`config.mk`:
```
export PLATFORM = sky130hd
export DESIGN_NAME = rars_walk_flat
export DESIGN_NICKNAME = d
export VERILOG_FILES = /design/src/rtl/rars_pkg.sv /design/src/rtl/rars_if.sv /design/src/rtl/rars_walk.sv /design/src/flat_wrapper.sv
export SDC_FILE = /design/constraint.sdc
export NUM_CORES = 2
export LEC_CHECK = 0
export BUFFER_PORTS_ARGS = -buffer_cell sky130_fd_sc_hd__buf_2
export CAP_MARGIN = 5
export CORE_MARGIN = 5
export CORE_UTILIZATION = 39
export DETAILED_ROUTE_END_ITERATION = 8
export REMOVE_ABC_BUFFERS = 1
export SLEW_MARGIN = 20
export SYNTH_ARGS = -nofsm -noshare
export SYNTH_HDL_FRONTEND = slang
export SYNTH_SLANG_ARGS = --single-unit
```
`constraint.sdc`:
```
create_clock -name clk_i -period 11.25 [get_ports clk_i]
set_input_delay 0 -clock clk_i [delete_from_list [all_inputs] [get_ports clk_i]]
set_output_delay 0 -clock clk_i [all_outputs]
set_load 0.02 [all_outputs]
```
`src/rtl/rars_pkg.sv`:
```
// Package for the range-add / range-sum tree: field widths, command codes,
// register map and the walker state type. Used by every file of the block.
package rars_pkg;

  localparam int unsigned MAX_ELEMENTS_DEF = 1024;
  localparam int unsigned SIZE_RESET       = 1024;

  localparam int unsigned CMD_W  = 2;
  localparam int unsigned POS_W  = 11;
  localparam int unsigned VAL_W  = 32;
  localparam int unsigned SUM_W  = 64;
  localparam int unsigned WORD_W = 2 * SUM_W;

  localparam int unsigned APB_AW = 3;
  localparam int unsigned APB_DW = 32;

  localparam logic [CMD_W-1:0] CMD_SUM   = 2'd0;
  localparam logic [CMD_W-1:0] CMD_ADD   = 2'd1;
  localparam logic [CMD_W-1:0] CMD_CLEAR = 2'd2;

  // Word index of a register, taken from paddr[2].
  localparam logic REG_ARRAY_SIZE = 1'b0;

  typedef enum logic [2:0] {
    ST_CLEAR,
    ST_IDLE,
    ST_READ,
    ST_WAIT,
    ST_UPDATE,
    ST_DONE
  } walk_state_e;

endpackage

```
`src/rtl/rars_if.sv`:
```
// Valid/ready channel interfaces for command items and result items.
// Depends on rars_pkg for the field widths.
interface rars_in_if;
  logic                              valid;
  logic                              ready;
  logic [rars_pkg::CMD_W-1:0]        command;
  logic [rars_pkg::POS_W-1:0]        range_start;
  logic [rars_pkg::POS_W-1:0]        range_end;
  logic signed [rars_pkg::VAL_W-1:0] add_value;
  modport source(output valid, command, range_start, range_end, add_value, input ready);
  modport sink(input valid, command, range_start, range_end, add_value, output ready);
endinterface

interface rars_out_if;
  logic                              valid;
  logic                              ready;
  logic signed [rars_pkg::SUM_W-1:0] range_sum;
  modport source(output valid, range_sum, input ready);
  modport sink(input valid, range_sum, output ready);
endinterface

```
`src/rtl/rars_walk.sv`:
```
// Tree walker: takes command items, walks the node store depth first with a
// small stack, and drives the result register. Depends on rars_pkg, rars_if.
module rars_walk #(
  parameter int unsigned MAX_ELEMENTS = rars_pkg::MAX_ELEMENTS_DEF
) (
  input  logic                                clk_i,
  input  logic                                rst_ni,
  rars_in_if.sink                             in_i,
  rars_out_if.source                          out_o,
  input  logic [$clog2(MAX_ELEMENTS+1)-1:0]   size_i,
  input  logic                                clear_i,
  output logic                                rd_en_o,
  output logic [$clog2(4*MAX_ELEMENTS)-1:0]   rd_addr_o,
  input  logic [rars_pkg::WORD_W-1:0]         rd_data_i,
  output logic                                wr_en_o,
  output logic [$clog2(4*MAX_ELEMENTS)-1:0]   wr_addr_o,
  output logic [rars_pkg::WORD_W-1:0]         wr_data_o
);
  localparam int unsigned PW    = $clog2(MAX_ELEMENTS + 1);
  localparam int unsigned CW    = (rars_pkg::POS_W > PW) ? rars_pkg::POS_W : PW;
  localparam int unsigned DEPTH = 4 * MAX_ELEMENTS;
  localparam int unsigned NW    = $clog2(DEPTH);
  localparam int unsigned SD    = $clog2(MAX_ELEMENTS) + 2;
  localparam int unsigned SIW   = $clog2(SD);
  localparam int unsigned SPW   = $clog2(SD + 1);
  localparam int unsigned SW    = rars_pkg::SUM_W;

  rars_pkg::walk_state_e state_q, state_d;
  logic [NW-1:0]  clr_q, clr_d;
  logic [SPW-1:0] sp_q, sp_d;
  logic           out_valid_q, out_valid_d;

  logic [rars_pkg::CMD_W-1:0] cmd_q, cmd_d;
  logic [PW-1:0]  a_q, a_d, b_q, b_d, lo_q, lo_d, hi_q, hi_d;
  logic [NW-1:0]  node_q, node_d;
  logic [SW-1:0]  v_q, v_d, acc_q, acc_d, prod_q, prod_d, out_sum_q, out_sum_d;

  logic [NW-1:0]  stk_node [SD];
  logic [PW-1:0]  stk_lo   [SD];
  logic [PW-1:0]  stk_hi   [SD];
  logic           push;
  logic [SIW-1:0] top_idx;

  logic [CW-1:0]  a_ext, b_ext, n_ext, a_cl, b_cl;
  logic           empty;
  logic [SW-1:0]  node_sum, node_tag;
  logic [PW-1:0]  mid, lo_m, hi_m, ovl;
  logic           full, go_left, go_right;

  assign a_ext = CW'(in_i.range_start);
  assign b_ext = CW'(in_i.range_end);
  assign n_ext = CW'(size_i);
  assign a_cl  = (a_ext == '0) ? CW'(1) : a_ext;
  assign b_cl  = (b_ext > n_ext) ? n_ext : b_ext;
  assign empty = a_cl > b_cl;

  assign node_sum = rd_data_i[SW-1:0];
  assign node_tag = rd_data_i[2*SW-1:SW];
  assign mid      = PW'(({1'b0, lo_q} + {1'b0, hi_q}) >> 1);
  assign lo_m     = (lo_q > a_q) ? lo_q : a_q;
  assign hi_m     = (hi_q < b_q) ? hi_q : b_q;
  assign ovl      = hi_m - lo_m + PW'(1);
  assign full     = (lo_q >= a_q) && (hi_q <= b_q);
  assign go_left  = a_q <= mid;
  assign go_right = b_q > mid;

  logic [SPW-1:0] sp_m1;
  assign sp_m1   = sp_q - SPW'(1);
  assign top_idx = sp_m1[SIW-1:0];

  always_comb begin
    state_d     = state_q;
    clr_d       = clr_q;
    sp_d        = sp_q;
    out_valid_d = out_valid_q;
    cmd_d       = cmd_q;
    a_d         = a_q;
    b_d         = b_q;
    v_d         = v_q;
    acc_d       = acc_q;
    node_d      = node_q;
    lo_d        = lo_q;
    hi_d        = hi_q;
    prod_d      = prod_q;
    out_sum_d   = out_sum_q;
    rd_en_o     = 1'b0;
    wr_en_o     = 1'b0;
    wr_addr_o   = node_q;
    wr_data_o   = '0;
    push        = 1'b0;

    if (out_valid_q && out_o.ready) begin
      out_valid_d = 1'b0;
    end

    unique case (state_q)
      rars_pkg::ST_CLEAR: begin
        wr_en_o   = 1'b1;
        wr_addr_o = clr_q;
        clr_d     = clr_q + NW'(1);
        if (clr_q == NW'(DEPTH - 1)) begin
          state_d = rars_pkg::ST_IDLE;
        end
      end
      rars_pkg::ST_IDLE: begin
        if (in_i.valid) begin
          cmd_d  = in_i.command;
          a_d    = PW'(a_cl);
          b_d    = PW'(b_cl);
          v_d    = {{(SW - rars_pkg::VAL_W){in_i.add_value[rars_pkg::VAL_W-1]}},
                    in_i.add_value};
          acc_d  = '0;
          node_d = NW'(1);
          lo_d   = PW'(1);
          hi_d   = size_i;
          sp_d   = '0;
          case (in_i.command)
            rars_pkg::CMD_SUM:   state_d = empty ? rars_pkg::ST_DONE : rars_pkg::ST_READ;
            rars_pkg::CMD_ADD:   state_d = empty ? rars_pkg::ST_IDLE : rars_pkg::ST_READ;
            rars_pkg::CMD_CLEAR: begin
              clr_d   = '0;
              state_d = rars_pkg::ST_CLEAR;
            end
            default: state_d = rars_pkg::ST_IDLE;
          endcase
        end
      end
      rars_pkg::ST_READ: begin
        rd_en_o = 1'b1;
        state_d = rars_pkg::ST_WAIT;
      end
      rars_pkg::ST_WAIT: begin
        // Marks stay at their node: a partly covered node adds mark*overlap to a sum; an add adds value*overlap.
        prod_d  = ((cmd_q == rars_pkg::CMD_ADD) ? v_q : node_tag) * SW'(ovl);
        state_d = rars_pkg::ST_UPDATE;
      end
      rars_pkg::ST_UPDATE: begin
        if (cmd_q == rars_pkg::CMD_ADD) begin
          wr_en_o   = 1'b1;
          wr_data_o = {node_tag + (full ? v_q : '0), node_sum + prod_q};
        end else begin
          acc_d = acc_q + (full ? node_sum : prod_q);
        end
        if (!full && go_left) begin
          node_d  = NW'({node_q, 1'b0});
          hi_d    = mid;
          push    = go_right;
          if (go_right) begin
            sp_d = sp_q + SPW'(1);
          end
          state_d = rars_pkg::ST_READ;
        end else if (!full && go_right) begin
          node_d  = NW'({node_q, 1'b1});
          lo_d    = mid + PW'(1);
          state_d = rars_pkg::ST_READ;
        end else if (sp_q != '0) begin
          node_d  = stk_node[top_idx];
          lo_d    = stk_lo[top_idx];
          hi_d    = stk_hi[top_idx];
          sp_d    = sp_m1;
          state_d = rars_pkg::ST_READ;
        end else begin
          state_d = (cmd_q == rars_pkg::CMD_SUM) ? rars_pkg::ST_DONE : rars_pkg::ST_IDLE;
        end
      end
      rars_pkg::ST_DONE: begin
        if (!out_valid_q || out_o.ready) begin
          out_valid_d = 1'b1;
          out_sum_d   = acc_q;
          state_d     = rars_pkg::ST_IDLE;
        end
      end
      default: state_d = rars_pkg::ST_IDLE;
    endcase

    // A size write restarts the clearing pass.
    if (clear_i) begin
      state_d = rars_pkg::ST_CLEAR;
      clr_d   = '0;
    end
  end

  assign rd_addr_o = node_q;

  always_ff @(posedge clk_i or negedge rst_ni) begin
    if (!rst_ni) begin
      state_q     <= rars_pkg::ST_CLEAR;
      clr_q       <= '0;
      sp_q        <= '0;
      out_valid_q <= 1'b0;
    end else begin
      state_q     <= state_d;
      clr_q       <= clr_d;
      sp_q        <= sp_d;
      out_valid_q <= out_valid_d;
    end
  end

  always_ff @(posedge clk_i) begin
    cmd_q     <= cmd_d;
    a_q       <= a_d;
    b_q       <= b_d;
    v_q       <= v_d;
    acc_q     <= acc_d;
    node_q    <= node_d;
    lo_q      <= lo_d;
    hi_q      <= hi_d;
    prod_q    <= prod_d;
    out_sum_q <= out_sum_d;
    if (push) begin
      stk_node[sp_q[SIW-1:0]] <= NW'({node_q, 1'b1});
      stk_lo[sp_q[SIW-1:0]]   <= mid + PW'(1);
      stk_hi[sp_q[SIW-1:0]]   <= hi_q;
    end
  end

  assign in_i.ready      = (state_q == rars_pkg::ST_IDLE);
  assign out_o.valid     = out_valid_q;
  assign out_o.range_sum = out_sum_q;
endmodule

```
`src/flat_wrapper.sv`:
```
// flat-port wrapper written by rule: the top's interface ports become plain ports
module rars_walk_flat 
#(
  parameter int unsigned MAX_ELEMENTS = rars_pkg::MAX_ELEMENTS_DEF
)
  (clk_i, rst_ni, size_i, clear_i, rd_en_o, rd_addr_o, rd_data_i, wr_en_o, wr_addr_o, wr_data_o, in_i_valid, in_i_command, in_i_range_start, in_i_range_end, in_i_add_value, in_i_ready, out_o_valid, out_o_range_sum, out_o_ready);
  rars_in_if in_i_i ();
  rars_out_if out_o_i ();
  input  logic clk_i;
  input  logic rst_ni;
  input  logic [$clog2(MAX_ELEMENTS+1)-1:0] size_i;
  input  logic clear_i;
  output logic rd_en_o;
  output logic [$clog2(4*MAX_ELEMENTS)-1:0] rd_addr_o;
  input  logic [rars_pkg::WORD_W-1:0] rd_data_i;
  output logic wr_en_o;
  output logic [$clog2(4*MAX_ELEMENTS)-1:0] wr_addr_o;
  output logic [rars_pkg::WORD_W-1:0] wr_data_o;
  input wire logic [$bits(in_i_i.valid)-1:0] in_i_valid;
  input wire logic [$bits(in_i_i.command)-1:0] in_i_command;
  input wire logic [$bits(in_i_i.range_start)-1:0] in_i_range_start;
  input wire logic [$bits(in_i_i.range_end)-1:0] in_i_range_end;
  input wire logic [$bits(in_i_i.add_value)-1:0] in_i_add_value;
  output wire logic [$bits(in_i_i.ready)-1:0] in_i_ready;
  output wire logic [$bits(out_o_i.valid)-1:0] out_o_valid;
  output wire logic [$bits(out_o_i.range_sum)-1:0] out_o_range_sum;
  input wire logic [$bits(out_o_i.ready)-1:0] out_o_ready;
  assign in_i_i.valid = in_i_valid;
  assign in_i_i.command = in_i_command;
  assign in_i_i.range_start = in_i_range_start;
  assign in_i_i.range_end = in_i_range_end;
  assign in_i_i.add_value = in_i_add_value;
  assign in_i_ready = in_i_i.ready;
  assign out_o_valid = out_o_i.valid;
  assign out_o_range_sum = out_o_i.range_sum;
  assign out_o_i.ready = out_o_ready;
  rars_walk #(.MAX_ELEMENTS(MAX_ELEMENTS)) u_core (.clk_i(clk_i), .rst_ni(rst_ni), .in_i(in_i_i), .out_o(out_o_i), .size_i(size_i), .clear_i(clear_i), .rd_en_o(rd_en_o), .rd_addr_o(rd_addr_o), .rd_data_i(rd_data_i), .wr_en_o(wr_en_o), .wr_addr_o(wr_addr_o), .wr_data_o(wr_data_o));
endmodule
```
==> run_results.csv <==
group,metric,value,unit
critical_path,r2r.worst_path.cells,36,
synthesis,synth_seq_area_share,34.4,%
die,die-area,0.163,sq mm
synthesis,synth-seq-cells,698,
routing,drt_first_pass_iters,6,
layout,post_route_cells_drive_above_1_share,14.3,%
placement,detailed_place.area,0.0653,sq mm
die,num_rows,144,
synthesis,ys_top_cells_by_area,"edfxtp_1 34%, fa_1 17%, ha_1 7.7%",
routing,routed_via_density,5.58,
clock_tree,clk_path_buf_depth,3,
die,die_w,404,microns
timing,skew,0.0634,ns
synthesis,summed_instance_area_of_the_synthesized_netlist,0.0606,sq mm
synthesis,post_synth_and_or_nand_nor_area_fraction,13.5,%
critical_path,worstReg2RegEnd,"u_core.prod_q[63]",
timing,setup-violations-final,0,
layout,stdcell_area,0.0692,sq mm
routing,detail_route.drc_violations,0,
worst_hold_path,worst_hold_path.endpoint,"u_core.v_q[2]",
global_route,antenna_violations_before_repair,30,
clock_tree,clkSlewWorstSetupHoldPaths,0.06,ns
flow_run,reported_max_cap_violation_count,0,
clock_tree,htreeDepth,3,
synthesis,synth_compound_gate_area_share,12.3,%
layout,n_fill_cell,14600,
die,die-height,404,microns
synthesis,ys_dominant_reg_cell,"edfxtp_1",
power,power_density,290,mW/mm^2
routing,post_drt_wl_per_cell,23.2,microns
timing,unrepaired_setup_endpoints_after_global_routing,"yes",
global_route,grt_use_total,23.4,%
critical_path,r2r-start,"u_core.hi_q[0]",
routing,detailroute.via_count,47100,
layout,final_nets,7396,
global_route,number_of_global_route_vias_before_repair,47100,
critical_path,reg2reg_slack,0.46,ns
synthesis,netlist_instances,5858,
synthesis,combinational_family_with_the_most_area_after_synthesis,"adder cells",
synthesis,synth_fa_ha_area_share,24.6,%
routing,dr_wl_met3,13800,microns
timing,fin_crit_sh,96.0,%
critical_path,critical_path_required,11.65,ns
timing,hold_viol,0,
layout,layout.cells.most_common,"nand2_1",
die,design.portCount,420,
synthesis,synth_xor_area_share,3.81,%
synthesis,number_of_enable_type_register_cells_in_the_synthesized_netlist,678,
die,core_area,0.154,sq mm
placement,pre_cts_ws,0.596,ns
timing,post-route-worst-setup-slack,0.456,ns
placement,port_buffers,419,
routing,dr_wl_met2,88500,microns
clock_tree,tritoncts,"done",
worst_hold_path,start_point_of_the_worst_min_delay_path,"in_i_add_value[2]",
global_route,grt_max_degree,68,
worst_hold_path,worstHoldPathType,"in -> reg",
timing,fmax,92.6,MHz
critical_path,worst_setup_path_end_kind,"flop",
synthesis,synth_largest_area_cell,"edfxtp_1",
power,vdd_ir_drop_max,441,uV
clock_tree,clock_latency,0.71,ns
routing,met1Wirelength,87200,microns
layout,final_core_util,44.9,%
critical_path,worst-setup-path-type,"reg -> reg",
synthesis,postSynthAreaPerCell,10.3,sq um
placement,gp_congestion,0.923,
timing,slew_headroom,20.1,%
timing,final-max-slew-violation-count,0,
synthesis,post_synth_mux_area_share,6.84,%
routing,drt_iter0_drc,3738,
routing,drt-total-wl,196000,microns
clock_tree,postCtsSetupBuffers,0,
routing,drtAntennaViolNets,0,
critical_path,critPathMostFrequentCell,"fa_1",
critical_path,worstPathArrival,11.20,ns
timing,max_slew.worst_pin.slew,1.19,ns
synthesis,synth.lib_cells_used.distinct,96,
global_route,grt.overflow.total,0,
critical_path,cp_max_fo,14,
power,p_leak,28.9,nW
clock_tree,clk_root_buffer_cell,"clkbuf_16",
routing,routed.top_layer,"met4",
outcome,status,"finished clean",
layout,final_cell_mix,"761 x nand2_1, 678 x edfxtp_1, 582 x nor2_1, 511 x fa_1, 485 x inv_1",
critical_path,critPathMaxStageDelay,0.63,ns
critical_path,slowest_stage,"xor2_2",
critical_path,worstSetupStartpointType,"flop",
timing,period_needed,10.79,ns
placement,place_hpwl,151000,microns
synthesis,async_reset_ff_share,2.87,%
die,starting_density,39.3,%
timing,timing.setup.tns,0,ns
worst_hold_path,worstHoldPathCells,2,
layout,synthToLayoutAreaGrowth,14.2,%
synthesis,synthesis.yosys.warnings,0,
clock_tree,tritoncts_buffers,80,
synthesis,yosysTopAreaCellShare,33.6,%
clock_tree,clock-sinks,698,
global_route,grt_pass1_wl,294000,microns
timing,final.hold.worst_slack,0.0446,ns
power breakdown:
group	internal [W]	leakage, nW	total [W]	switching, W
clock network	0.00151	1.31	0.00268	0.00118
registers	0.00344	6.40	0.00349	0.0000546
logic	0.00558	21.2	0.0139	0.00831
worst max-delay path by stage:
stage | depth (start not counted) | start | end
2_1_floorplan | 21 | u_core.cmd_q[1] | u_core.prod_q[63]
5_1_grt | 36 | u_core.hi_q[0] | u_core.prod_q[56]
6_report | 36 | u_core.hi_q[0] | u_core.prod_q[63]
3_5_place_dp | 36 | u_core.hi_q[0] | u_core.prod_q[63]
4_1_cts | 36 | u_core.hi_q[0] | u_core.prod_q[63]
3_3_place_gp | 36 | u_core.hi_q[0] | u_core.prod_q[41]
flip-flops by register name (all words and copies together), names as in the netlist, 12 cells and up:
name                    count
u_core.stk_node           132
u_core.clr_q               12
u_core.stk_lo             132
u_core.out_o.range_sum     64
u_core.prod_q              64
u_core.v_q                 32
u_core.acc_q               64
u_core.stk_hi             132
u_core.rd_addr_o           12
critical path, delay by kind of cell, from the launching register on:
kind,cells,cell delay [ns]
compound gates,14,3.53
xor+xnor,2,1.06
fa+ha+maj,10,3.84
buf+inv,3,0.40
flops,1,0.59
mux,1,0.19
simple gates,6,0.88
per-layer routing:
metal | up-vias | GRT usage [%]
met1 | 23500 | 33.3
li1 | 21500 | -
met5 | - | 0
met2 | 1830 | 36.8
met3 | 294 | 3.66
met4 | 0 | 7.80
per-stage QoR:
step,total power (W),cells
3_3_place_gp,0.0172,8158
3_5_place_dp,0.0173,8158
4_1_cts,0.0201,8422
2_1_floorplan,0.0134,5614
5_1_grt,0.0218,8436
6_report,0.0201,8437
Yosys cell counts, types with 38 or more instances:
library cell  number
fa_1             512
nand3_1           65
o21a_1            58
xor2_1           100
o21ai_0          186
mux2i_1           89
nor2b_1           38
o21bai_1          65
mux2_2            89
ha_1             372
nor3_1            74
nand2_1          763
a21o_1           183
mux4_2            99
a21oi_1          336
and3_1            55
nor2_1           586
nand4_1           56
o211ai_1          39
and2_1            81
o21ai_1           42
nand2b_1          40
inv_1            486
xnor2_1          159
edfxtp_1         678
clkbuf_1         202
cell families after synthesis:
| family | count (synthesis) |
|---|---|
| flops | 698 |
| mux | 279 |
| fa+ha+maj | 884 |
| simple gates | 1858 |
| buf+inv | 732 |
| xor+xnor | 261 |
| compound gates | 1146 |
cell type report:
cell class,count,area [sq um],share of cell area (%)
tap,2044,2560,3.70
multi-input combinational,4429,37300,53.9
antenna,13,32.5,0.0470
inverter,488,1830,2.65
sequential,698,20900,30.1
clock buffer,91,2040,2.95
timing repair buffer,615,3890,5.62
clock inverter,59,688,0.994
timing repair:
item,CTS,global route
endpoints found under the hold margin,119,20
gates resized for setup,0,1
hold buffers,114,1
endpoints found under the setup margin,0,4
Power figures use the tool's default switching activity.
