`config.mk`:
```
export PLATFORM = sky130hd
export DESIGN_NAME = rars_cfg
export DESIGN_NICKNAME = d
export VERILOG_FILES = /design/src/rtl/rars_pkg.sv /design/src/rtl/rars_cfg.sv
export SDC_FILE = /design/constraint.sdc
export NUM_CORES = 1
export LEC_CHECK = 0
export BUFFER_PORTS_ARGS = -buffer_cell sky130_fd_sc_hd__buf_2
export CAP_MARGIN = 20
export CORE_MARGIN = 2
export CORE_UTILIZATION = 33
export DETAILED_ROUTE_END_ITERATION = 7
export MAX_ROUTING_LAYER = met4
export PLACE_DENSITY = 0.78
export RECOVER_POWER = 25
export SLEW_MARGIN = 20
export SYNTH_ARGS = -nofsm -noshare
export SYNTH_HDL_FRONTEND = slang
export SYNTH_SLANG_ARGS = --single-unit
```
`constraint.sdc`:
```
create_clock -name clk_i -period 0.9 [get_ports clk_i]
set_input_delay 0.18 -clock clk_i [delete_from_list [all_inputs] [get_ports clk_i]]
set_output_delay 0.18 -clock clk_i [all_outputs]
set_load 0.005 [all_outputs]
```
`src/rtl/rars_pkg.sv`:
```
// Package for the range-add / range-sum tree: field widths, command codes,
// register map and the walker state type. Used by every file of the block.
package rars_pkg;

  localparam int unsigned MAX_ELEMENTS_DEF = 1024;
  localparam int unsigned SIZE_RESET       = 1024;

  localparam int unsigned CMD_W  = 2;
  localparam int unsigned POS_W  = 11;
  localparam int unsigned VAL_W  = 32;
  localparam int unsigned SUM_W  = 64;
  localparam int unsigned WORD_W = 2 * SUM_W;

  localparam int unsigned APB_AW = 3;
  localparam int unsigned APB_DW = 32;

  localparam logic [CMD_W-1:0] CMD_SUM   = 2'd0;
  localparam logic [CMD_W-1:0] CMD_ADD   = 2'd1;
  localparam logic [CMD_W-1:0] CMD_CLEAR = 2'd2;

  // Word index of a register, taken from paddr[2].
  localparam logic REG_ARRAY_SIZE = 1'b0;

  typedef enum logic [2:0] {
    ST_CLEAR,
    ST_IDLE,
    ST_READ,
    ST_WAIT,
    ST_UPDATE,
    ST_DONE
  } walk_state_e;

endpackage

```
`src/rtl/rars_cfg.sv`:
```
// APB-style register file holding the array_size register.
// Depends on rars_pkg; pulses clear_o on every write of the register.
module rars_cfg #(
  parameter int unsigned MAX_ELEMENTS = rars_pkg::MAX_ELEMENTS_DEF
) (
  input  logic                          clk_i,
  input  logic                          rst_ni,
  input  logic                          psel,
  input  logic                          penable,
  input  logic                          pwrite,
  input  logic [rars_pkg::APB_AW-1:0]   paddr,
  input  logic [rars_pkg::APB_DW-1:0]   pwdata,
  output logic [rars_pkg::APB_DW-1:0]   prdata,
  output logic [$clog2(MAX_ELEMENTS+1)-1:0] size_o,
  output logic                          clear_o
);
  localparam int unsigned PW = $clog2(MAX_ELEMENTS + 1);
  localparam int unsigned CW = (rars_pkg::POS_W > PW) ? rars_pkg::POS_W : PW;
  localparam int unsigned RST_SIZE =
    (rars_pkg::SIZE_RESET > MAX_ELEMENTS) ? MAX_ELEMENTS : rars_pkg::SIZE_RESET;

  logic [PW-1:0] size_q, size_d;
  logic [CW-1:0] raw_ext;
  logic          wr_hit;

  assign wr_hit  = psel && penable && pwrite && (paddr[2] == rars_pkg::REG_ARRAY_SIZE);
  assign raw_ext = CW'(pwdata[rars_pkg::POS_W-1:0]);

  always_comb begin
    size_d = size_q;
    if (wr_hit) begin
      if (raw_ext == '0) begin
        size_d = PW'(1);
      end else if (raw_ext > CW'(MAX_ELEMENTS)) begin
        size_d = PW'(MAX_ELEMENTS);
      end else begin
        size_d = PW'(raw_ext);
      end
    end
  end

  always_ff @(posedge clk_i or negedge rst_ni) begin
    if (!rst_ni) begin
      size_q <= PW'(RST_SIZE);
    end else begin
      size_q <= size_d;
    end
  end

  assign prdata  = (paddr[2] == rars_pkg::REG_ARRAY_SIZE) ?
                   rars_pkg::APB_DW'(size_q) : '0;
  assign size_o  = size_q;
  assign clear_o = wr_hit;
endmodule

```
==> results of run 1 <==
==> layout make-up <==
cell class              instances  area, µm²
clock buffers                   4       26.3
fillers                       216       1120
inverters                       2       7.51
multi-input cells              70        365
flip-flops and latches         11        277
well taps                      28       35.0
repair buffers                 54        317
==> power groups by stage <==
stage                     clock (mW)  sequential (mW)  combinational [mW]
after global routing           0.368            0.628               0.515
after detailed placement           0            0.630               0.359
after floorplan                    0            0.635               0.217
after global placement             0            0.626               0.351
final                          0.331            0.616               0.463
after CTS                      0.338            0.615               0.437
==> repair_timing <==
| action | in CTS | in global routing |
|---|---|---|
| endpoints found under the hold margin | 10 | 0 |
| setup buffers | 6 | 3 |
| pin swaps | 0 | 0 |
| gates cloned | 1 | 0 |
| hold buffers | 1 | 0 |
| gates resized for setup | 1 | 1 |
| setup endpoints to repair | 23 | 22 |
==> cell families after synthesis <==
kind of cell           after synthesis
AND/OR/NAND/NOR                     36
buffers and inverters               27
AO/OA/AOI/OAI                       12
flip-flops                          11
other                                1
==> through the flow <==
step / instances / setup TNS (ps) / hold WS, ps
floorplan: 107 / 0 / -116
global route: 169 / -3790 / 175
CTS: 166 / -3010 / 158
detailed placement: 154 / -1180 / 60.3
global placement: 154 / -957 / 55.5
finish: 169 / -2960 / 160
==> worst reg2reg max path, delay by kind of cell (launching register included) <==
family / cells / cell delay (ps)
flip-flops: 1 / 400
buffers and inverters: 2 / 250
AND/OR/NAND/NOR: 1 / 40
AO/OA/AOI/OAI: 1 / 50
==> per-layer routing <==
layer  vias up  share of wire  wire length [µm]
li1        348              -                 -
met1       310           0.35               624
met2        34           0.55               966
met3         4          0.092               163
met4         0         0.0074                13
met5         -              0                 0
==> worst max path at each step <==
| stage | start | endpoint | slack (ps) | cells after the start |
|---|---|---|---|---|
| 4_1_cts | size_o[10] | prdata[10] | -310 | 2 |
| 2_1_floorplan | size_o[10] | prdata[10] | 50 | 1 |
| 3_5_place_dp | pwdata[7] | size_o[0] | -140 | 4 |
| 5_1_grt | size_o[10] | prdata[10] | -330 | 2 |
| 6_report | size_o[10] | prdata[10] | -300 | 2 |
| 3_3_place_gp | pwdata[7] | size_o[0] | -130 | 4 |
==> cells in the final DEF (no fill, tap or decap), drive strengths merged, types with 2 or more instances in the layout <==
cell    instances
nand2          20
nor4            2
nand4b          2
buf            52
nor2b          11
clkbuf          5
dfrtp          10
nor2            2
conb           21
o21ai          10
inv             2
==> impl.org, run 1 <==
** Yosys
- Xor and xnor fraction of the mapped netlist area :: 0
- Top cells by area in the synthesized netlist :: sky130_fd_sc_hd__dfrtp_1, sky130_fd_sc_hd__buf_4, sky130_fd_sc_hd__nand2_1
- Share of the synthesized area in compound gates (AO/OA/AOI/OAI) :: 0.0969
- Post-synthesis average cell area :: 8.46 µm²
- Yosys printed 0 warnings.
- Share of synthesized area spent on multiplexers :: 0
- After synthesis, the largest family of logic cells by area is simple AND/OR/NAND/NOR gates.
- Synthesis handed over a netlist of 87 instances.
- Of the total synthesized cell area, the portion taken by full adders, half adders and majority gates is 0.
- Commonest cells in the netlist :: sky130_fd_sc_hd__buf_4, sky130_fd_sc_hd__nand2_1, sky130_fd_sc_hd__nor2b_1, sky130_fd_sc_hd__dfrtp_1, sky130_fd_sc_hd__o21ai_0
- Among all flip-flop cells after synthesis, the most frequent one is sky130_fd_sc_hd__dfrtp_1.
- Yosys mapped a number of flops with a built-in enable equal to 0.
- Leading cell type by number of instances after synthesis :: sky130_fd_sc_hd__buf_4
- Unique masters post-synth :: 16
- Of all cell types, the one taking the most synthesized area is sky130_fd_sc_hd__dfrtp_1.
- Fraction of the yosys area taken by sequential cells :: 0.376
- After synthesis the cells add up to 736 µm².
- Synth top area share :: 0.340
- Counting flops and latches in the post-synthesis netlist gives 11.
- In the synthesized netlist the async set-or-reset flop fraction comes to 1.00.
- Area fraction in and, or, nand and nor cells after synthesis :: 0.272

** GRT
- For this run, global-route usage on met3 was measured as 0.0380.
- The total overflow left after global routing is 0.
- Global-route wire length before repair :: 2.62 mm
- Overall track demand over capacity in global routing :: 0.139
- For this run, global-route usage on met2 was measured as 0.279.
- For this run, global-route usage on met1 was measured as 0.118.
- Number of antenna violations at the first check in global routing :: 0
- Entering global routing, the biggest net connects 12 pins.
- The via count of the first global-routing pass was 640.
- Most used routing layer :: met2

** Floorplan
- Area of the placeable core :: 0.00215 mm²
- Measured along the x axis, the die boundary spans 51.2 µm.
- The initial utilization of the core area, before any placement, comes to 0.342.
- In this run the core area contains 17 standard-cell rows.
- The die covers 0.00262 mm².
- For this design the top-level I/O count stands at 84.
- The die is 51.2 µm tall.

** Hold path
- Start point of the worst hold path :: pwdata[5]
- The path class of the tightest hold or removal check is input pin to register.
- Counting instances, the worst hold path has a depth of 3.
- The path with the worst hold slack has its endpoint at size_o[5].

** Pwr
- After layout, the design draws a total of 1.41 mW.
- Internal power :: 1.00 mW
- Power spent charging and discharging nets :: 0.409 mW
- The share of total power dissipated in combinational logic is 0.328.
- Of the total power, the share spent switching nets is 0.290.
- The share of total power dissipated in sequential elements is 0.437.
- Clk pwr share :: 0.235
- Leakage component of the power :: 0.609 nW
- Power spread over the standard cell area amounts to 1370 mW/mm².
- IR analysis of the VDD net gives a maximum drop of 0.000640 V.

** Routing
- DRC violation count after routing :: 0
- After detailed routing, the number of vias per cell comes to 4.12.
- For this run, the detailed router's first-pass iteration total came to 4.
- After the first detailed-routing iteration, the DRC count stood at 6.
- Count of nets left with antenna violations after detail routing :: 0
- The routed layout has 696 vias.
- Final wirelength :: 1.77 mm
- Wire length per cell :: 10.5 µm

** Placed design
- Before CTS, the worst setup slack after placement is -144 ps.
- Input and output buffers added on the ports amount to 39.
- After detailed placement, the total cell area comes to 902 µm².
- Half-perimeter wire length of the detailed placement result :: 1.25 mm
- Routability-driven placement finished with a final weighted congestion of 0.798.

** Critical path
- The worst register-to-register path ends at size_o[6].
- The slowest stage of the critical path belongs to the cell sky130_fd_sc_hd__dfstp_2.
- STA classifies the critical path endpoint as an output pin.
- The worst setup path is of the register to output pin kind.
- Critical path required time :: 720 ps
- Kind of cell adding the most delay to the critical path :: flip-flops
- The setup check on the worst reg-to-reg path leaves a slack of 40 ps.
- Origin of the critical flop-to-flop path :: size_o[6]
- Data on the critical path arrives at its endpoint at 1020 ps.
- For the worst flop-to-flop path, the logic depth is 4.
- Ordered cell list for the critical path :: nor2b_1 > buf_2
- On the worst path, the slowest cell contributes a delay of 520 ps.
- Maximum fanout along the worst path :: 2
- STA classifies the critical path startpoint as a register.
- Number of buffer and inverter stages on the critical path :: 1

** Status
- The checks that failed: setup timing.
- Result of the run :: complete, but fails checks

** Final layout
- Post-route core utilization :: 0.478
- After the last flow step, the layout net total stands at 182.
- 0 antenna diodes ended up in the layout.
- Of the cells placed in the final design, the portion with a size suffix greater than 1 is 0.440.
- The finished cells cover 0.00103 mm².
- From synthesis to final layout, the design area changed by 39.6%.
- The register with the most flip-flops in the layout has 11 of them.

** Timing
- Timing-limited maximum frequency :: 0.831 GHz
- After layout, the worst setup slack is -303 ps.
- The number of max-slew violations in the final report was 0.
- Final count of hold timing violations :: 0
- Unrepaired setup endpoints after global routing :: yes
- On the final layout, the worst clock skew is 0 ps.
- Dividing the final minimum period by the clock period gives 1.34.
- Setup violations remaining at the end of the flow were counted as 22.
- The worst path in the final design needs a cycle of 1200 ps, including I/O delays and setup.

** Clock network
- Register clock-pin slew on the reported worst setup and hold paths :: 70 ps
- CTS saw 11 sinks.
- Buffers inserted during clock tree synthesis total 3.
- Cell at the root of the clock tree :: sky130_fd_sc_hd__clkbuf_4
- CTS tree :: done
- Deepest level of the CTS H-tree :: 1
- Clock latency on the worst-skew pair, taken at its later pin, is 260 ps.
- Buffer depth of the longest clock path :: 2

** Run
- Max-Cap Viols :: 0
No activity file was read; power rests on OpenSTA's default activity.
==> run 2: changes to the inputs <==
Settings changed: ABC_AREA from default to 1, PLACE_DENSITY 0.78 to 0.77.
==> run 2 against run 1 <==
Against the previous run:
- the run still ends with setup timing left
- maximum frequency decreased by 1.5%
- critical path depth increased by 1
- sequential share of layout area decreased by 1.2 points
- critical path type unchanged
- critical endpoint unchanged
==> impl.org, run 2 <==
** Yosys
- Share of the synthesized area in compound gates (AO/OA/AOI/OAI) :: 0.0450 (was 0.0969)
- Fraction of the yosys area taken by sequential cells :: 0.368 (was 0.376)
- The combined area of all synthesized cells is 751 µm² (was 736 µm²).
- Unique masters post-synth :: 17 (was 16)
- Number of instances in the synthesized netlist :: 106 (was 87)
- Main combinational cell family by area after synthesis :: buffers and inverters (was simple AND/OR/NAND/NOR gates)
- Share of synthesized area spent on multiplexers :: 0 (unchanged)
- Leading cell type by number of instances after synthesis :: sky130_fd_sc_hd__nand2_1 (was sky130_fd_sc_hd__buf_4)
- Area fraction in and, or, nand and nor cells after synthesis :: 0.290 (was 0.272)
- The cell type with the highest aggregate area in the netlist is sky130_fd_sc_hd__dfrtp_1 (unchanged).
- The mean instance size in the synthesized netlist came to 7.08 µm² (was 8.46 µm²).
- The area share of the largest cell type after synthesis is 0.333 (was 0.340).
- Seq cells post-synth :: 11 (unchanged)
- Commonest cells in the netlist :: sky130_fd_sc_hd__nand2_1, sky130_fd_sc_hd__buf_4, sky130_fd_sc_hd__nor2_1, sky130_fd_sc_hd__inv_1 (was sky130_fd_sc_hd__buf_4, sky130_fd_sc_hd__nand2_1, sky130_fd_sc_hd__nor2b_1, sky130_fd_sc_hd__dfrtp_1, sky130_fd_sc_hd__o21ai_0)
- The share of async-settable or async-resettable flops after synthesis is 1.00 (unchanged).
- Top FF cell, synth :: sky130_fd_sc_hd__dfrtp_1 (unchanged)
- Adder-cell area share of the yosys netlist :: 0 (unchanged)
- Number of enable flip-flop cells after synthesis :: 0 (unchanged)
- Top cells by area in the synthesized netlist: sky130_fd_sc_hd__dfrtp_1, sky130_fd_sc_hd__buf_4, sky130_fd_sc_hd__nand2_1 (unchanged).
- The xor/xnor cell area share of the yosys netlist came to 0 (unchanged).
- The number of warnings printed during yosys synthesis was 0 (unchanged).

** Floorplan
- Die ar. :: 0.00267 mm² (was 0.00262 mm²)
- The number of standard-cell rows in the floorplan came to 17 (unchanged).
- IO Pins :: 84 (unchanged)
- Initial standard-cell utilization of the core :: 0.343 (was 0.342)
- The chip height is 51.7 µm (was 51.2 µm).
- The core area is 0.00219 mm² (was 0.00215 mm²).
- The width of the chip was 51.7 µm (was 51.2 µm).

** Critical path
- The cell with the biggest individual delay on the critical path was sky130_fd_sc_hd__dfstp_2 (unchanged).
- The category of the worst setup path capture point was an output pin (unchanged).
- Ordered cell list for the critical path :: inv_2 > nor2_1 > buf_2 (was nor2b_1 > buf_2)
- Number of buffer and inverter stages on the critical path :: 2 (was 1)
- Maximum fanout along the worst path :: 2 (unchanged)
- The longest individual stage delay on the worst path is 540 ps (was 520 ps).
- The required time of the critical path was 720 ps (about the same).
- Arr. time, crit path :: 1040 ps (was 1020 ps)
- Kind of cell adding the most delay to the critical path :: flip-flops (unchanged)
- Worst Setup Path Type :: register to output pin (unchanged)
- The kind of launch point of the worst setup path was a register (unchanged).

** Final layout
- The summed area of non-filler cells in the final layout is 0.00107 mm² (was 0.00103 mm²).
- Final-stage net count :: 205 (was 182)
- Post-route core utilization :: 0.491 (was 0.478)
- Leading cell types in the layout, fill and taps excluded :: sky130_fd_sc_hd__buf_2, sky130_fd_sc_hd__nand2_1, sky130_fd_sc_hd__conb_1 (was sky130_fd_sc_hd__buf_2, sky130_fd_sc_hd__conb_1, sky130_fd_sc_hd__nand2_1)
- The leading cell type in the layout, fill and taps excluded is sky130_fd_sc_hd__buf_2 (unchanged).
- Flip-flop count of the largest register after layout :: 11 (unchanged)
- Number of diodes added for antenna fixing :: 0 (unchanged)
- Fraction of layout instances using a drive strength above 1 :: 0.421 (was 0.440)
- The layout-stage area growth over the synthesis result was 43.2% (was 39.6%).

** Pwr
- Pwr dens :: 1380 mW/mm² (was 1370 mW/mm²)
- Leakage component of the power :: 0.656 nW (was 0.609 nW)
- The power after layout is 1.48 mW (was 1.41 mW).
- Worst VDD drop :: 0.000556 V (was 0.000640 V)

** Placed design
- Half-perimeter wire length of the detailed placement result :: 1.35 mm (was 1.25 mm)
- Final RePlAce weighted congestion :: 0.828 (was 0.798)
- The post-place setup slack is -149 ps (was -144 ps).
- Dpl cell area :: 950 µm² (was 902 µm²)
- The count of buffers inserted at the top-level ports was 39 (unchanged).

** GRT
- Via count of the first global-routing pass :: 614 (was 640)
- The largest net degree at the start of global routing was 12 (unchanged).
- The total global routing overflow is 0 (unchanged).
- Number of antenna violations at the first check in global routing :: 0 (unchanged)
- Overall track demand over capacity in global routing :: 0.133 (was 0.139)
- The first-pass GRT wire length came to 2.58 mm (was 2.62 mm).

** Clock network
- CTS tree :: done (unchanged)
- The H-tree level count came to 1 (unchanged).
- Clock latency on the worst-skew pair :: 260 ps (about the same)
- Register clock-pin slew on the reported worst setup and hold paths :: 70 ps (about the same)
- The clock net sink count was 11 (unchanged).
- Num CTS Buffers :: 3 (unchanged)
- The cell chosen for the clock root was sky130_fd_sc_hd__clkbuf_4 (unchanged).
- The maximum buffer depth of the clock tree came to 2 (unchanged).

** Status
- Result of the run: complete, but fails checks (unchanged).
- Violations in the final reports :: setup timing (unchanged)

** Timing
- The number of max-slew violations in the final report came to 0 (unchanged).
- Unrepaired setup endpoints after global routing :: yes (unchanged)
- The time the worst path needs with I/O delays and setup was 1220 ps (was 1200 ps).
- The post-route clock skew came to 0 ps (unchanged).
- Final-report setup violation count :: 23 (was 22)
- The final hold violation count was 0 (unchanged).
- Period Utilization, post-route :: 1.36 (was 1.34)
- The setup slack after layout came to -321 ps (was -303 ps).
- Worst slack on hold paths :: 161 ps (was 160 ps)
- Timing-limited maximum frequency :: 0.819 GHz (was 0.831 GHz)

** Routing
- The post-detailed-routing wire length was 1.83 mm (was 1.77 mm).
- The remaining antenna violation count after routing came to 0 (unchanged).
- Wire length per cell :: 9.51 µm (was 10.5 µm)
- The via total after detailed routing came to 741 (was 696).
- The number of optimization iterations in the first detailed-route pass came to 4 (unchanged).
- Via density per instance :: 3.86 (was 4.12)
- The number of design rule violations left after detail routing is 0 (unchanged).
- First-iteration detailed-routing DRC count :: 6 (unchanged)

** Hold path
- The kind of path behind the tightest hold check is input pin to register (unchanged).

** Run
- Max-Cap Viols :: 0 (unchanged)
==> run 2: report_power, final <==
| group | leakage, nW | total, mW | internal (mW) | switching [mW] |
|---|---|---|---|---|
| registers | 0.141 | 0.635 | 0.578 | 0.0571 |
| clock network | 0.0150 | 0.330 | 0.171 | 0.159 |
| logic | 0.500 | 0.519 | 0.284 | 0.235 |
==> run 2: repair_timing <==
action,CTS,global route
pin swaps,0,2
hold buffers,1,0
endpoints found under the hold margin,10,0
buffers inserted,4,5
setup endpoints to repair,22,22
resized for setup,0,8
==> run 2: per-layer routing <==
layer	vias to the layer above	wire, µm	share of wire	GRT usage
met5	-	0	0	-
met3	0	102	0.056	0.0287
met1	314	781	0.43	0.149
li1	393	-	-	-
met4	0	0	0	0.0263
met2	34	941	0.52	0.244
==> run 2: area by class of cell <==
type	instances	area, µm²
fillers	231	1120
repair buffers	57	343
flip-flops and latches	11	277
well taps	28	35.0
inverters	14	52.6
clock buffers	4	26.3
multi-input cells	78	342
==> run 2: final timing paths <==
kind | cells past startpoint | startpoint | slack (ps) | end
max | 3 | size_o[10] | -320 | prdata[10]
min | 3 | pwdata[7] | 160 | size_o[7]
max reg2reg | 4 | size_o[10] | -70 | size_o[10]
min reg2reg | 2 | size_o[0] | 510 | size_o[0]
max in group asynchronous | 2 | rst_ni | 290 | size_o[10]
min in group asynchronous | 2 | rst_ni | 340 | size_o[7]
==> run 2: cells by family (layout without fill, tap and decap cells) <==
group | count (synthesis) | count (layout)
buffers and inverters | 37 | 75
other | 1 | 21
AOI/OAI and AO/OA | 4 | 4
DFF | 11 | 11
and+or+nand+nor | 53 | 53
==> run 2: tightest hold or removal path: stages <==
cell and delay (ps):
sky130_fd_sc_hd__buf_2 90, sky130_fd_sc_hd__nand3_1 70, sky130_fd_sc_hd__nand2_1 60
==> run 2: stage by stage <==
stage          setup TNS (ps)  instances
2_1_floorplan               0        126
3_3_place_gp             -926        178
3_5_place_dp            -1150        178
4_1_cts                 -2680        187
5_1_grt                 -3740        192
6_report                -2770        192
